`src/hdl/nsv_pkg.sv`:
```
`timescale 1ns / 1ps

package nsv_pkg;

	localparam logic [7:0] CH_DOLLAR = 8'h24;
	localparam logic [7:0] CH_BANG   = 8'h21;
	localparam logic [7:0] CH_STAR   = 8'h2A;
	localparam logic [7:0] CH_COMMA  = 8'h2C;
	localparam logic [2:0] TALKER_LEN = 3'd6;
	localparam logic [2:0] TAIL_LEN   = 3'd3;

	localparam logic [2:0] ST_OK          = 3'd0;
	localparam logic [2:0] ST_EMPTY       = 3'd1;
	localparam logic [2:0] ST_NO_START    = 3'd2;
	localparam logic [2:0] ST_MISSING_SUM = 3'd3;
	localparam logic [2:0] ST_BAD_SUM     = 3'd4;
	localparam logic [2:0] ST_BAD_TALKER  = 3'd5;

	localparam logic [1:0] MODE_IGNORE   = 2'd0;
	localparam logic [1:0] MODE_IF_THERE = 2'd1;
	localparam logic [1:0] MODE_REQUIRE  = 2'd2;

	localparam logic IDX_CHECKSUM_MODE = 1'b0;
	localparam logic IDX_TALKER_CHECK  = 1'b1;

	typedef struct packed {
		logic [7:0] body_xor;
		logic       star_passed;
		logic [2:0] ffl;
		logic       comma_passed;
	} body_t;

	typedef struct packed {
		logic            seen_text;
		logic            start_ok;
		logic [2:0]      kept_len;
		logic [2:0][7:0] tail;
		logic [1:0]      fill;
		logic [2:0][7:0] run_chars;
		logic [3:0]      run_len;
		logic [7:0]      run_xor;
		body_t           body;
	} st_t;

	typedef struct packed {
		logic [2:0] status;
		logic [7:0] computed_sum;
		logic       sum_found;
	} res_t;

	function automatic logic is_space(logic [7:0] c);
		return (c == 8'h20) || (c >= 8'h09 && c <= 8'h0D);
	endfunction

	function automatic logic is_hex(logic [7:0] c);
		return (c >= 8'h30 && c <= 8'h39) || (c >= 8'h41 && c <= 8'h46) ||
			(c >= 8'h61 && c <= 8'h66);
	endfunction

	function automatic logic [3:0] hex_val(logic [7:0] c);
		logic [3:0] v;
		v = 4'd0;
		if (c >= 8'h30 && c <= 8'h39) begin
			v = c[3:0];
		end else if (is_hex(c)) begin
			v = c[3:0] + 4'd9;
		end
		return v;
	endfunction

	function automatic logic [2:0] ffl_add(logic [2:0] f, logic [3:0] n);
		logic [4:0] v;
		v = {2'b00, f} + {1'b0, n};
		return (v > 5'd7) ? 3'd7 : v[2:0];
	endfunction

	function automatic body_t body_take(body_t b, logic [7:0] x);
		body_t r;
		logic  first;
		r = b;
		first = (b.ffl == 3'd0) && !b.comma_passed;
		if (x == CH_COMMA) begin
			r.comma_passed = 1'b1;
		end else if (!b.comma_passed) begin
			r.ffl = ffl_add(b.ffl, 4'd1);
		end
		if (!first) begin
			if (x == CH_STAR) begin
				r.star_passed = 1'b1;
			end else if (!b.star_passed) begin
				r.body_xor = b.body_xor ^ x;
			end
		end
		return r;
	endfunction

	function automatic st_t commit(st_t s, logic [7:0] x);
		st_t r;
		r = s;
		if (s.kept_len < 3'd4) begin
			r.kept_len = s.kept_len + 3'd1;
		end
		unique case (s.fill)
			2'd0: begin
				r.tail[0] = x;
				r.fill = 2'd1;
			end
			2'd1: begin
				r.tail[1] = x;
				r.fill = 2'd2;
			end
			2'd2: begin
				r.tail[2] = x;
				r.fill = 2'd3;
			end
			default: begin
				r.body = body_take(s.body, s.tail[0]);
				r.tail[0] = s.tail[1];
				r.tail[1] = s.tail[2];
				r.tail[2] = x;
			end
		endcase
		return r;
	endfunction

	function automatic st_t release_run(st_t s);
		st_t        r;
		logic [7:0] head_xor;
		r = s;
		head_xor = s.run_xor ^ s.run_chars[0] ^ s.run_chars[1] ^ s.run_chars[2];
		if (s.run_len != 4'd0) begin
			if (s.run_len <= 4'd3) begin
				for (int i = 0; i < 3; i++) begin
					if (4'(i) + s.run_len >= 4'd3) begin
						r = commit(r, s.run_chars[i]);
					end
				end
			end else begin
				for (int i = 0; i < 3; i++) begin
					if (2'(i) < s.fill) begin
						r.body = body_take(r.body, s.tail[i]);
					end
				end
				if (!r.body.comma_passed) begin
					r.body.ffl = ffl_add(r.body.ffl, s.run_len - 4'd3);
				end
				if (!r.body.star_passed) begin
					r.body.body_xor = r.body.body_xor ^ head_xor;
				end
				r.tail = s.run_chars;
				r.fill = 2'd3;
				r.kept_len = 3'd4;
			end
			r.run_len = 4'd0;
			r.run_xor = 8'd0;
			r.run_chars = '0;
		end
		return r;
	endfunction

endpackage

```
`src/hdl/nsv_char_if.sv`:
```
`timescale 1ns / 1ps

interface nsv_char_if;
	logic       valid;
	logic       ready;
	logic [7:0] char_in;
	logic       end_of_sentence;

	modport source (output valid, output char_in, output end_of_sentence, input ready);
	modport sink (input valid, input char_in, input end_of_sentence, output ready);
endinterface

```
`src/hdl/nsv_result_if.sv`:
```
`timescale 1ns / 1ps

interface nsv_result_if;
	logic       valid;
	logic       ready;
	logic [2:0] status;
	logic [7:0] computed_sum;
	logic       sum_found;

	modport source (output valid, output status, output computed_sum, output sum_found,
		input ready);
	modport sink (input valid, input status, input computed_sum, input sum_found,
		output ready);
endinterface

```
`src/hdl/nsv_step.sv`:
```
`timescale 1ns / 1ps

module nsv_step (
	input  nsv_pkg::st_t       cur,
	input  logic [7:0]         char_in,
	input  logic               end_of_sentence,
	input  logic [1:0]         checksum_mode,
	input  logic               check_talker_length,
	output nsv_pkg::st_t       nxt,
	output nsv_pkg::res_t      res
);
	import nsv_pkg::*;

	st_t        s;
	body_t      b;
	logic       found;
	logic       check;
	logic [7:0] given;

	always_comb begin
		s = cur;
		if (is_space(char_in)) begin
			if (cur.seen_text) begin
				s.run_chars[0] = cur.run_chars[1];
				s.run_chars[1] = cur.run_chars[2];
				s.run_chars[2] = char_in;
				s.run_xor = cur.run_xor ^ char_in;
				if (cur.run_len < 4'd15) begin
					s.run_len = cur.run_len + 4'd1;
				end
			end
		end else if (!cur.seen_text) begin
			s.seen_text = 1'b1;
			s.start_ok = (char_in == CH_DOLLAR) || (char_in == CH_BANG);
			s = commit(s, char_in);
		end else begin
			s = release_run(s);
			s = commit(s, char_in);
		end

		b = s.body;
		found = 1'b0;
		given = 8'd0;
		check = (checksum_mode == MODE_IF_THERE) || (checksum_mode == MODE_REQUIRE);
		if (s.kept_len > TAIL_LEN && s.fill == 2'd3 && s.tail[0] == CH_STAR) begin
			found = is_hex(s.tail[1]) && is_hex(s.tail[2]);
			given = {hex_val(s.tail[1]), hex_val(s.tail[2])};
		end else begin
			for (int i = 0; i < 3; i++) begin
				if (2'(i) < s.fill) begin
					b = body_take(b, s.tail[i]);
				end
			end
		end

		res.computed_sum = 8'd0;
		res.sum_found = 1'b0;
		if (!s.seen_text) begin
			res.status = ST_EMPTY;
		end else if (!s.start_ok) begin
			res.status = ST_NO_START;
		end else begin
			res.computed_sum = b.body_xor;
			res.sum_found = found;
			if (checksum_mode == MODE_REQUIRE && !found) begin
				res.status = ST_MISSING_SUM;
			end else if (found && check && b.body_xor != given) begin
				res.status = ST_BAD_SUM;
			end else if (check_talker_length && b.ffl != TALKER_LEN) begin
				res.status = ST_BAD_TALKER;
			end else begin
				res.status = ST_OK;
			end
		end

		nxt = end_of_sentence ? '0 : s;
	end
endmodule

```
`src/hdl/nmea_sentence_validator_unit.sv`:
```
`timescale 1ns / 1ps
// The result of a sentence is registered when its final byte leaves the input register.
// Throughput: one byte per cycle while no final byte is stalled; the per-byte state update
// is one pass of logic between the input register and the state and result registers.
// A waiting result stalls only a final byte; other bytes keep flowing.
// Reset clears all sentence state and sets checksum_mode to 1 and check_talker_length to 1.

module nmea_sentence_validator_unit (
	input  logic                 clk,
	input  logic                 arst_n,
	nsv_char_if.sink             chars,
	nsv_result_if.source         results,
	input  logic                 wr_en,
	input  logic                 wr_index,
	input  logic [1:0]           wr_data
);
	import nsv_pkg::*;

	logic       s1_valid_q;
	logic [7:0] char_s1;
	logic       eos_s1;
	logic [1:0] mode_q;
	logic       talker_q;
	st_t        state_q;
	st_t        state_nxt;
	res_t       res_nxt;
	res_t       res_q;
	logic       res_valid_q;
	logic       proc;

	assign proc = s1_valid_q && (!eos_s1 || !res_valid_q || results.ready);
	assign chars.ready = !s1_valid_q || proc;

	nsv_step u_step (
		.cur                 (state_q),
		.char_in             (char_s1),
		.end_of_sentence     (eos_s1),
		.checksum_mode       (mode_q),
		.check_talker_length (talker_q),
		.nxt                 (state_nxt),
		.res                 (res_nxt)
	);

	always_ff @(posedge clk or negedge arst_n) begin
		if (!arst_n) begin
			mode_q <= MODE_IF_THERE;
			talker_q <= 1'b1;
		end else if (wr_en) begin
			unique case (wr_index)
				IDX_CHECKSUM_MODE: mode_q <= wr_data;
				IDX_TALKER_CHECK:  talker_q <= wr_data[0];
				default: ;
			endcase
		end
	end

	always_ff @(posedge clk or negedge arst_n) begin
		if (!arst_n) begin
			s1_valid_q <= 1'b0;
		end else if (chars.valid && chars.ready) begin
			s1_valid_q <= 1'b1;
		end else if (proc) begin
			s1_valid_q <= 1'b0;
		end
	end

	always_ff @(posedge clk) begin
		if (chars.valid && chars.ready) begin
			char_s1 <= chars.char_in;
			eos_s1 <= chars.end_of_sentence;
		end
	end

	always_ff @(posedge clk or negedge arst_n) begin
		if (!arst_n) begin
			state_q <= '0;
		end else if (proc) begin
			state_q <= state_nxt;
		end
	end

	always_ff @(posedge clk or negedge arst_n) begin
		if (!arst_n) begin
			res_valid_q <= 1'b0;
		end else if (proc && eos_s1) begin
			res_valid_q <= 1'b1;
		end else if (results.ready) begin
			res_valid_q <= 1'b0;
		end
	end

	always_ff @(posedge clk) begin
		if (proc && eos_s1) begin
			res_q <= res_nxt;
		end
	end

	assign results.valid = res_valid_q;
	assign results.status = res_q.status;
	assign results.computed_sum = res_q.computed_sum;
	assign results.sum_found = res_q.sum_found;

	a_clear_after_end: assert property (@(posedge clk) disable iff (!arst_n)
		proc && eos_s1 |=> !state_q.seen_text && state_q.fill == 2'd0)
		else $error("Sentence state was not cleared after the final byte.");

	a_result_source: assert property (@(posedge clk) disable iff (!arst_n)
		$rose(res_valid_q) |-> $past(proc && eos_s1))
		else $error("A result appeared without a final byte.");

	a_empty_fields: assert property (@(posedge clk) disable iff (!arst_n)
		res_valid_q && (res_q.status == ST_EMPTY || res_q.status == ST_NO_START) |->
		res_q.computed_sum == 8'd0 && !res_q.sum_found)
		else $error("A rejected sentence reported a checksum.");

	a_run_consistent: assert property (@(posedge clk) disable iff (!arst_n)
		state_q.run_len == 4'd0 |-> state_q.run_xor == 8'd0)
		else $error("Whitespace run XOR is set with an empty run.");

	a_no_overwrite: assert property (@(posedge clk) disable iff (!arst_n)
		res_valid_q && !results.ready |-> !(proc && eos_s1))
		else $error("A waiting result was overwritten.");
endmodule
```
`src/flat_wrapper.sv`:
```
// flat-port wrapper written by rule: the top's interface ports become plain ports
module nmea_sentence_validator_unit_flat import nsv_pkg::*;
  (clk, arst_n, wr_en, wr_index, wr_data, chars_valid, chars_char_in, chars_end_of_sentence, chars_ready, results_valid, results_status, results_computed_sum, results_sum_found, results_ready);
  nsv_char_if chars_i ();
  nsv_result_if results_i ();
  input  logic clk;
  input  logic arst_n;
  input  logic wr_en;
  input  logic wr_index;
  input  logic [1:0] wr_data;
  input wire logic [$bits(chars_i.valid)-1:0] chars_valid;
  input wire logic [$bits(chars_i.char_in)-1:0] chars_char_in;
  input wire logic [$bits(chars_i.end_of_sentence)-1:0] chars_end_of_sentence;
  output wire logic [$bits(chars_i.ready)-1:0] chars_ready;
  output wire logic [$bits(results_i.valid)-1:0] results_valid;
  output wire logic [$bits(results_i.status)-1:0] results_status;
  output wire logic [$bits(results_i.computed_sum)-1:0] results_computed_sum;
  output wire logic [$bits(results_i.sum_found)-1:0] results_sum_found;
  input wire logic [$bits(results_i.ready)-1:0] results_ready;
  assign chars_i.valid = chars_valid;
  assign chars_i.char_in = chars_char_in;
  assign chars_i.end_of_sentence = chars_end_of_sentence;
  assign chars_ready = chars_i.ready;
  assign results_valid = results_i.valid;
  assign results_status = results_i.status;
  assign results_computed_sum = results_i.computed_sum;
  assign results_sum_found = results_i.sum_found;
  assign results_i.ready = results_ready;
  nmea_sentence_validator_unit u_core (.clk(clk), .arst_n(arst_n), .chars(chars_i), .results(results_i), .wr_en(wr_en), .wr_index(wr_index), .wr_data(wr_data));
endmodule
```
`config.mk`:
```
export PLATFORM = sky130hd
export DESIGN_NAME = nmea_sentence_validator_unit_flat
export DESIGN_NICKNAME = d
export VERILOG_FILES = /design/src/hdl/nsv_pkg.sv /design/src/hdl/nsv_char_if.sv /design/src/hdl/nsv_result_if.sv /design/src/hdl/nsv_step.sv /design/src/hdl/nmea_sentence_validator_unit.sv /design/src/flat_wrapper.sv
export SDC_FILE = /design/constraint.sdc
export NUM_CORES = 1
export LEC_CHECK = 0
export BUFFER_PORTS_ARGS = -buffer_cell sky130_fd_sc_hd__clkbuf_2
export CAP_MARGIN = 30
export CORE_MARGIN = 8
export CORE_UTILIZATION = 30
export DETAILED_ROUTE_END_ITERATION = 7
export SLEW_MARGIN = 20
export SYNTH_ARGS = -nofsm -noshare
export SYNTH_HDL_FRONTEND = slang
export SYNTH_SLANG_ARGS = --single-unit
```
`constraint.sdc`:
```
create_clock -name clk -period 20 [get_ports clk]
set_clock_uncertainty 0.1 [all_clocks]
set_input_delay 6 -clock clk [delete_from_list [all_inputs] [get_ports clk]]
set_output_delay 6 -clock clk [all_outputs]
set_load 0.03 [all_outputs]
```
# Word-level counts from Yosys, hierarchy flattened

Index checks and enable logic that the tools add are counted.

Add/sub/neg operators: 19
Magnitude comparators: 40
Equality and inequality tests: 35
Muxes and demuxes: 161
Bitwise logic cells: 17
Reductions and logical operators: 89

Operators with widths:

| operator              | number |
|---|---|
| $mux W80              | 13 |
| $mux W13              | 27 |
| $mux W78              | 3 |
| $mux W8               | 25 |
| $eq A8 B6 Y1 const B  | 21 |
| $pmux W8 S2           | 10 |
| $xor A8 B8 Y8         | 14 |
| $mux W3               | 35 |
| $mux W9               | 9 |
| $mux W36              | 2 |
| $add A3 B1 Y4 const B | 9 |
| $gt A4 B3 Y1 const B  | 9 |
| $ge A8 B7 Y1 const B  | 4 |
| $le A8 B7 Y1 const B  | 4 |
| $mux W31              | 1 |
| $mux W29              | 1 |
| $logic_not A3 Y1      | 9 |
| $logic_and A1 B1 Y1   | 26 |
| $pmux W2 S3           | 4 |
| $reduce_or A2 Y1      | 12 |
| $mux W1               | 23 |
| $mux W4               | 5 |
| $ge A8 B6 Y1 const B  | 2 |
| $le A8 B6 Y1 const B  | 2 |
| other kinds (33)      | 91 |

Bits in registers: 106
Output and inout bits: 14
Word-level logic and storage cells: 387

# Longest topological paths before layout

Word-level depth: 73
Mapped depth: 45
Gate-level depth less buffers: 40

# Modules after synthesis

A second synthesis with hierarchy kept.

Cells, all modules: 2,272
Area, all modules: 17,022.6 um^2

By module, submodules not included:

| module                       | instances | cells an instance | area an instance (um^2) |
|---|---|---|---|
| nsv_step                     | 1         | 1,778             | 11,307.1 |
| nmea_sentence_validator_unit | 1         | 494               | 5,715.5 |

# Least setup slack after synthesis

Ideal clock, no wire load.

Kind: input -> output
From: in results_ready
To: out chars_ready
Arrival: 6.410 ns
Required time: 13.900 ns
Path slack: 7.490 ns
Cell stages on the path: 1
Buffers on the path: 0
Cells stage by stage: nand4b_1

Word-level cells in the longest chain between the ends: 3

RTL lines:

| what                | RTL line                           | text |
|---|---|---|
| start: declaration  | flat_wrapper.sv:19                 | `input wire logic [$bits(results_i.ready)-1:0] results_ready;` |
| $logic_or A1 B1 Y1  | nmea_sentence_validator_unit.sv:31 | `assign proc = s1_valid_q && (!eos_s1 \|\| !res_valid_q \|\| results.ready);` |
| $logic_and A1 B1 Y1 | nmea_sentence_validator_unit.sv:31 |  |
| $logic_or A1 B1 Y1  | nmea_sentence_validator_unit.sv:32 | `assign chars.ready = !s1_valid_q \|\| proc;` |
| end: declaration    | flat_wrapper.sv:14                 | `output wire logic [$bits(chars_i.ready)-1:0] chars_ready;` |

Every way passes these cells.

# Worst setup path in the final report

Ends and elaborated chain as after synthesis.

==> out/metrics.yaml <==
critical_path:
  cpMaxStageDelayCell: "clkbuf_2"
  critPathMaxStageDelay_ns: 0.23
  end_kind: "primary output"
  cp_cell_sequence: "clkbuf_2 -> nand4b_1 -> clkbuf_2"
  crit_required_ns: 13.90
  critPathKind: "in -> out"
  path_max_fanout: 3
  critical_path.most_common_cell: "clkbuf_2"
  cp_num_buf_inv: 2
  cp.arrival_ns: 6.53
  cp-start-kind: "primary input"
  crit_family: "buffers and inverters"
finish:
  syn_to_final_growth_pct: 6.774
  drive_gt1_frac: 0.09385
  utilization: 0.3255
  antenna_cells: 0
  num-fill-cells: 4994
  fin_nets: 1934
  stdcell_area_um2: 15190
  stdcell_count: 2461
job:
  maxCapViolations: 0
clocking:
  cts_resized: 0
  htreeDepth: 3
  root_buffer: "clkbuf_16"
  ctsHoldBuffers: 0
  clkSinkCount: 106
  postCtsSetupBuffers: 0
  numCtsBuffers: 9
  cts_tree: "yes"
  clockBufferDepth: 2
  clock_latency_ns: 0.38
  clkTransAtPathRegs_ns: 0.08
sta:
  setup_viol_count_final: 0
  slew_headroom: 0.2879
  fmax_mhz: 79.17
  finalMaxSlewViolations: 0
  hold_viol: 0
  rsz0062_at_grt: "no"
  timing.setup.tns_ns: 0
  holdWs_ns: 0.4068
  tightest_slew_ns: 1.054
  min_period_ns: 12.63
  worst_slack_ns: 7.369
  min_period_over_period: 0.6316
logic_synthesis:
  ys_seq_elements: 106
  synthCells: 1932
  ys_seq_area_frac: 0.1941
  synth.area.top_cells: "dfrtp_1 15%, nand2_1 6.3%, ha_1 5.9%, edfxtp_1 4.4%, a21oi_1 4.3%"
  yosys.area.top_type_share: 0.1460
  synth_area_um2: 14220
  synthDistinctLibCells: 113
  synthFlopType: "dfrtp_1"
  syn_area_per_cell_um2: 7.362
  ys_warn_count: 0
  async_flop_share: 0.8019
  synth_edf_count: 21
  synth_nets: 2017
  yosysTopAreaCell: "dfrtp_1"
status:
  status: "complete, no violations"
route:
  post_drt_wl_per_cell_um: 26.77
  first_pass_iters: 7
  drtAntennaViolNets: 0
  routed_wl_um: 65880
  drc: 0
  drt_iter0_drc: 2144
  avgViaCountPerCell: 6.512
  vias: 16025
power_and_ir_drop:
  vdd_drop_max_uv: 73.23
  seq_power_share: 0.224
  p_comb_frac: 0.645
  p_sw_mw: 0.7275
  pwr-share-clk: 0.131
  p_per_area_nw_per_um2: 89.84
  total_power_mw: 1.364
  power.switching_fraction: 0.5332
  p_int_mw: 0.6368
  p_leak_nw: 5.680
global_routing:
  grt_pass1_vias: 14941
  grt-ovfl-total: 0
  grt_use_total: 0.2350
  grt_max_degree: 57
  grt_pass1_wl_um: 97440
  antenna_found_initial: 0
die:
  ios: 31
  die_area_um2: 54640
  die_y_um: 233.7
  core_um2: 46650
  initial_core_util: 0.3049
  row_count: 79
  die_w_um: 233.7
place:
  place_hpwl_um: 48080
  placed_area_um2: 14870
  placedCellCount: 2441
  port_buffers: 30
  gp_congestion: 0.9998
  dp_slack_ns: 7.367
hold_path:
  hold_class: "reg -> reg"
## cell families after synthesis
logic type | share of synthesized area
and+or+nand+nor | 0.2551
AOI/OAI and AO/OA | 0.3338
buffers and inverters | 0.06659
DFF | 0.1941
xor gates and xnor gates | 0.06439
adders and majority gates | 0.06034
muxes | 0.02569
## metal layers
layer	track usage	vias to the layer above	part of all wire
li1	-	7063	-
met1	0.3134	7720	0.41
met2	0.3558	1046	0.42
met3	0.04834	194	0.11
met4	0.1200	2	0.059
met5	0.006244	-	0.00070
## power groups by stage
| stage | combinational [mW] | clock, mW | sequential [mW] |
|---|---|---|---|
| after detailed placement | 0.845 | 0 | 0.305 |
| final | 0.880 | 0.179 | 0.306 |
| after floorplan | 0.623 | 0 | 0.263 |
| after CTS | 0.851 | 0.183 | 0.301 |
| after global routing | 0.945 | 0.189 | 0.306 |
| after global placement | 0.828 | 0 | 0.304 |
## cell usage after synthesis (17+ instances only)
| library cell | instances |
|---|---|
| or3_1 | 21 |
| nand2b_1 | 19 |
| nor2b_1 | 25 |
| nand4_1 | 23 |
| nor4_1 | 17 |
| a211oi_1 | 27 |
| nor3_1 | 66 |
| mux2i_1 | 25 |
| a221oi_1 | 26 |
| ha_1 | 67 |
| xnor2_1 | 63 |
| nor2_1 | 126 |
| dfrtp_1 | 83 |
| nand2_1 | 239 |
| nand3_1 | 46 |
| edfxtp_1 | 21 |
| and2_1 | 23 |
| a21oi_1 | 122 |
| o31ai_1 | 22 |
| o31a_1 | 18 |
| o22ai_1 | 33 |
| xor2_1 | 32 |
| inv_1 | 66 |
| clkbuf_1 | 154 |
| o21a_1 | 21 |
| o21ai_0 | 114 |
| a31oi_1 | 40 |
## registers in the layout, summed over array words and instances, names as in the netlist
name and count:
u_core.eos_s1 1, u_core.results.sum_found 1, u_core.state_q 80, u_core.talker_q 1
u_core.s1_valid_q 1, u_core.results.valid 1, u_core.results.computed_sum 8, u_core.mode_q 2
u_core.char_s1 8, u_core.results.status 3
## final cells by class
type                            instances  area, um2  share of cell area
Inverter                               68      255.2             0.01681
Clock inverter                          7      52.55            0.003460
Clock buffer                            9      225.2             0.01483
Multi-Input combinational cell       1581      10550              0.6948
Tap cell                              607      759.5             0.05001
Sequential cell                       106       2760              0.1817
Timing Repair Buffer                   83      583.1             0.03839
## final timing paths
kind / depth (start not counted) / end / from / slack [ns]
worst max-delay path: 3 / chars_ready / results_ready / 7.37
worst min-delay path: 1 / u_core.state_q[15]$_DFFE_PN0P_ / u_core.state_q[15]$_DFFE_PN0P_ / 0.41
worst max register to register: 34 / u_core.results.computed_sum[5]$_SDFFCE_PN0P_ / u_core.state_q[21]$_DFFE_PN0P_ / 9.67
worst min register to register: 1 / u_core.state_q[15]$_DFFE_PN0P_ / u_core.state_q[15]$_DFFE_PN0P_ / 0.41
max in group asynchronous: 2 / u_core.state_q[1]$_DFFE_PN0P_ / arst_n / 13.20
min in group asynchronous: 1 / u_core.state_q[43]$_DFFE_PN0P_ / arst_n / 5.48
## cells in the final DEF, fill, tap and decap left out, types with 18 or more instances in the layout
cell      count
dfrtp_1      83
ha_1         67
mux2i_1      25
o21a_1       21
a221oi_1     26
a31oi_1      40
clkbuf_2     29
nand3_1      46
nand2b_1     19
buf_4        48
nand2_1     239
o21ai_0     114
nor2_1      124
nand4_1      23
inv_1        66
xnor2_1      63
and2_1       23
a211oi_1     27
a21oi_1     122
o22ai_1      33
o31a_1       18
nor2b_1      25
edfxtp_1     21
xor2_1       32
or3_1        21
nor3_1       66
o31ai_1      22
Power figures use the tool's default switching activity.
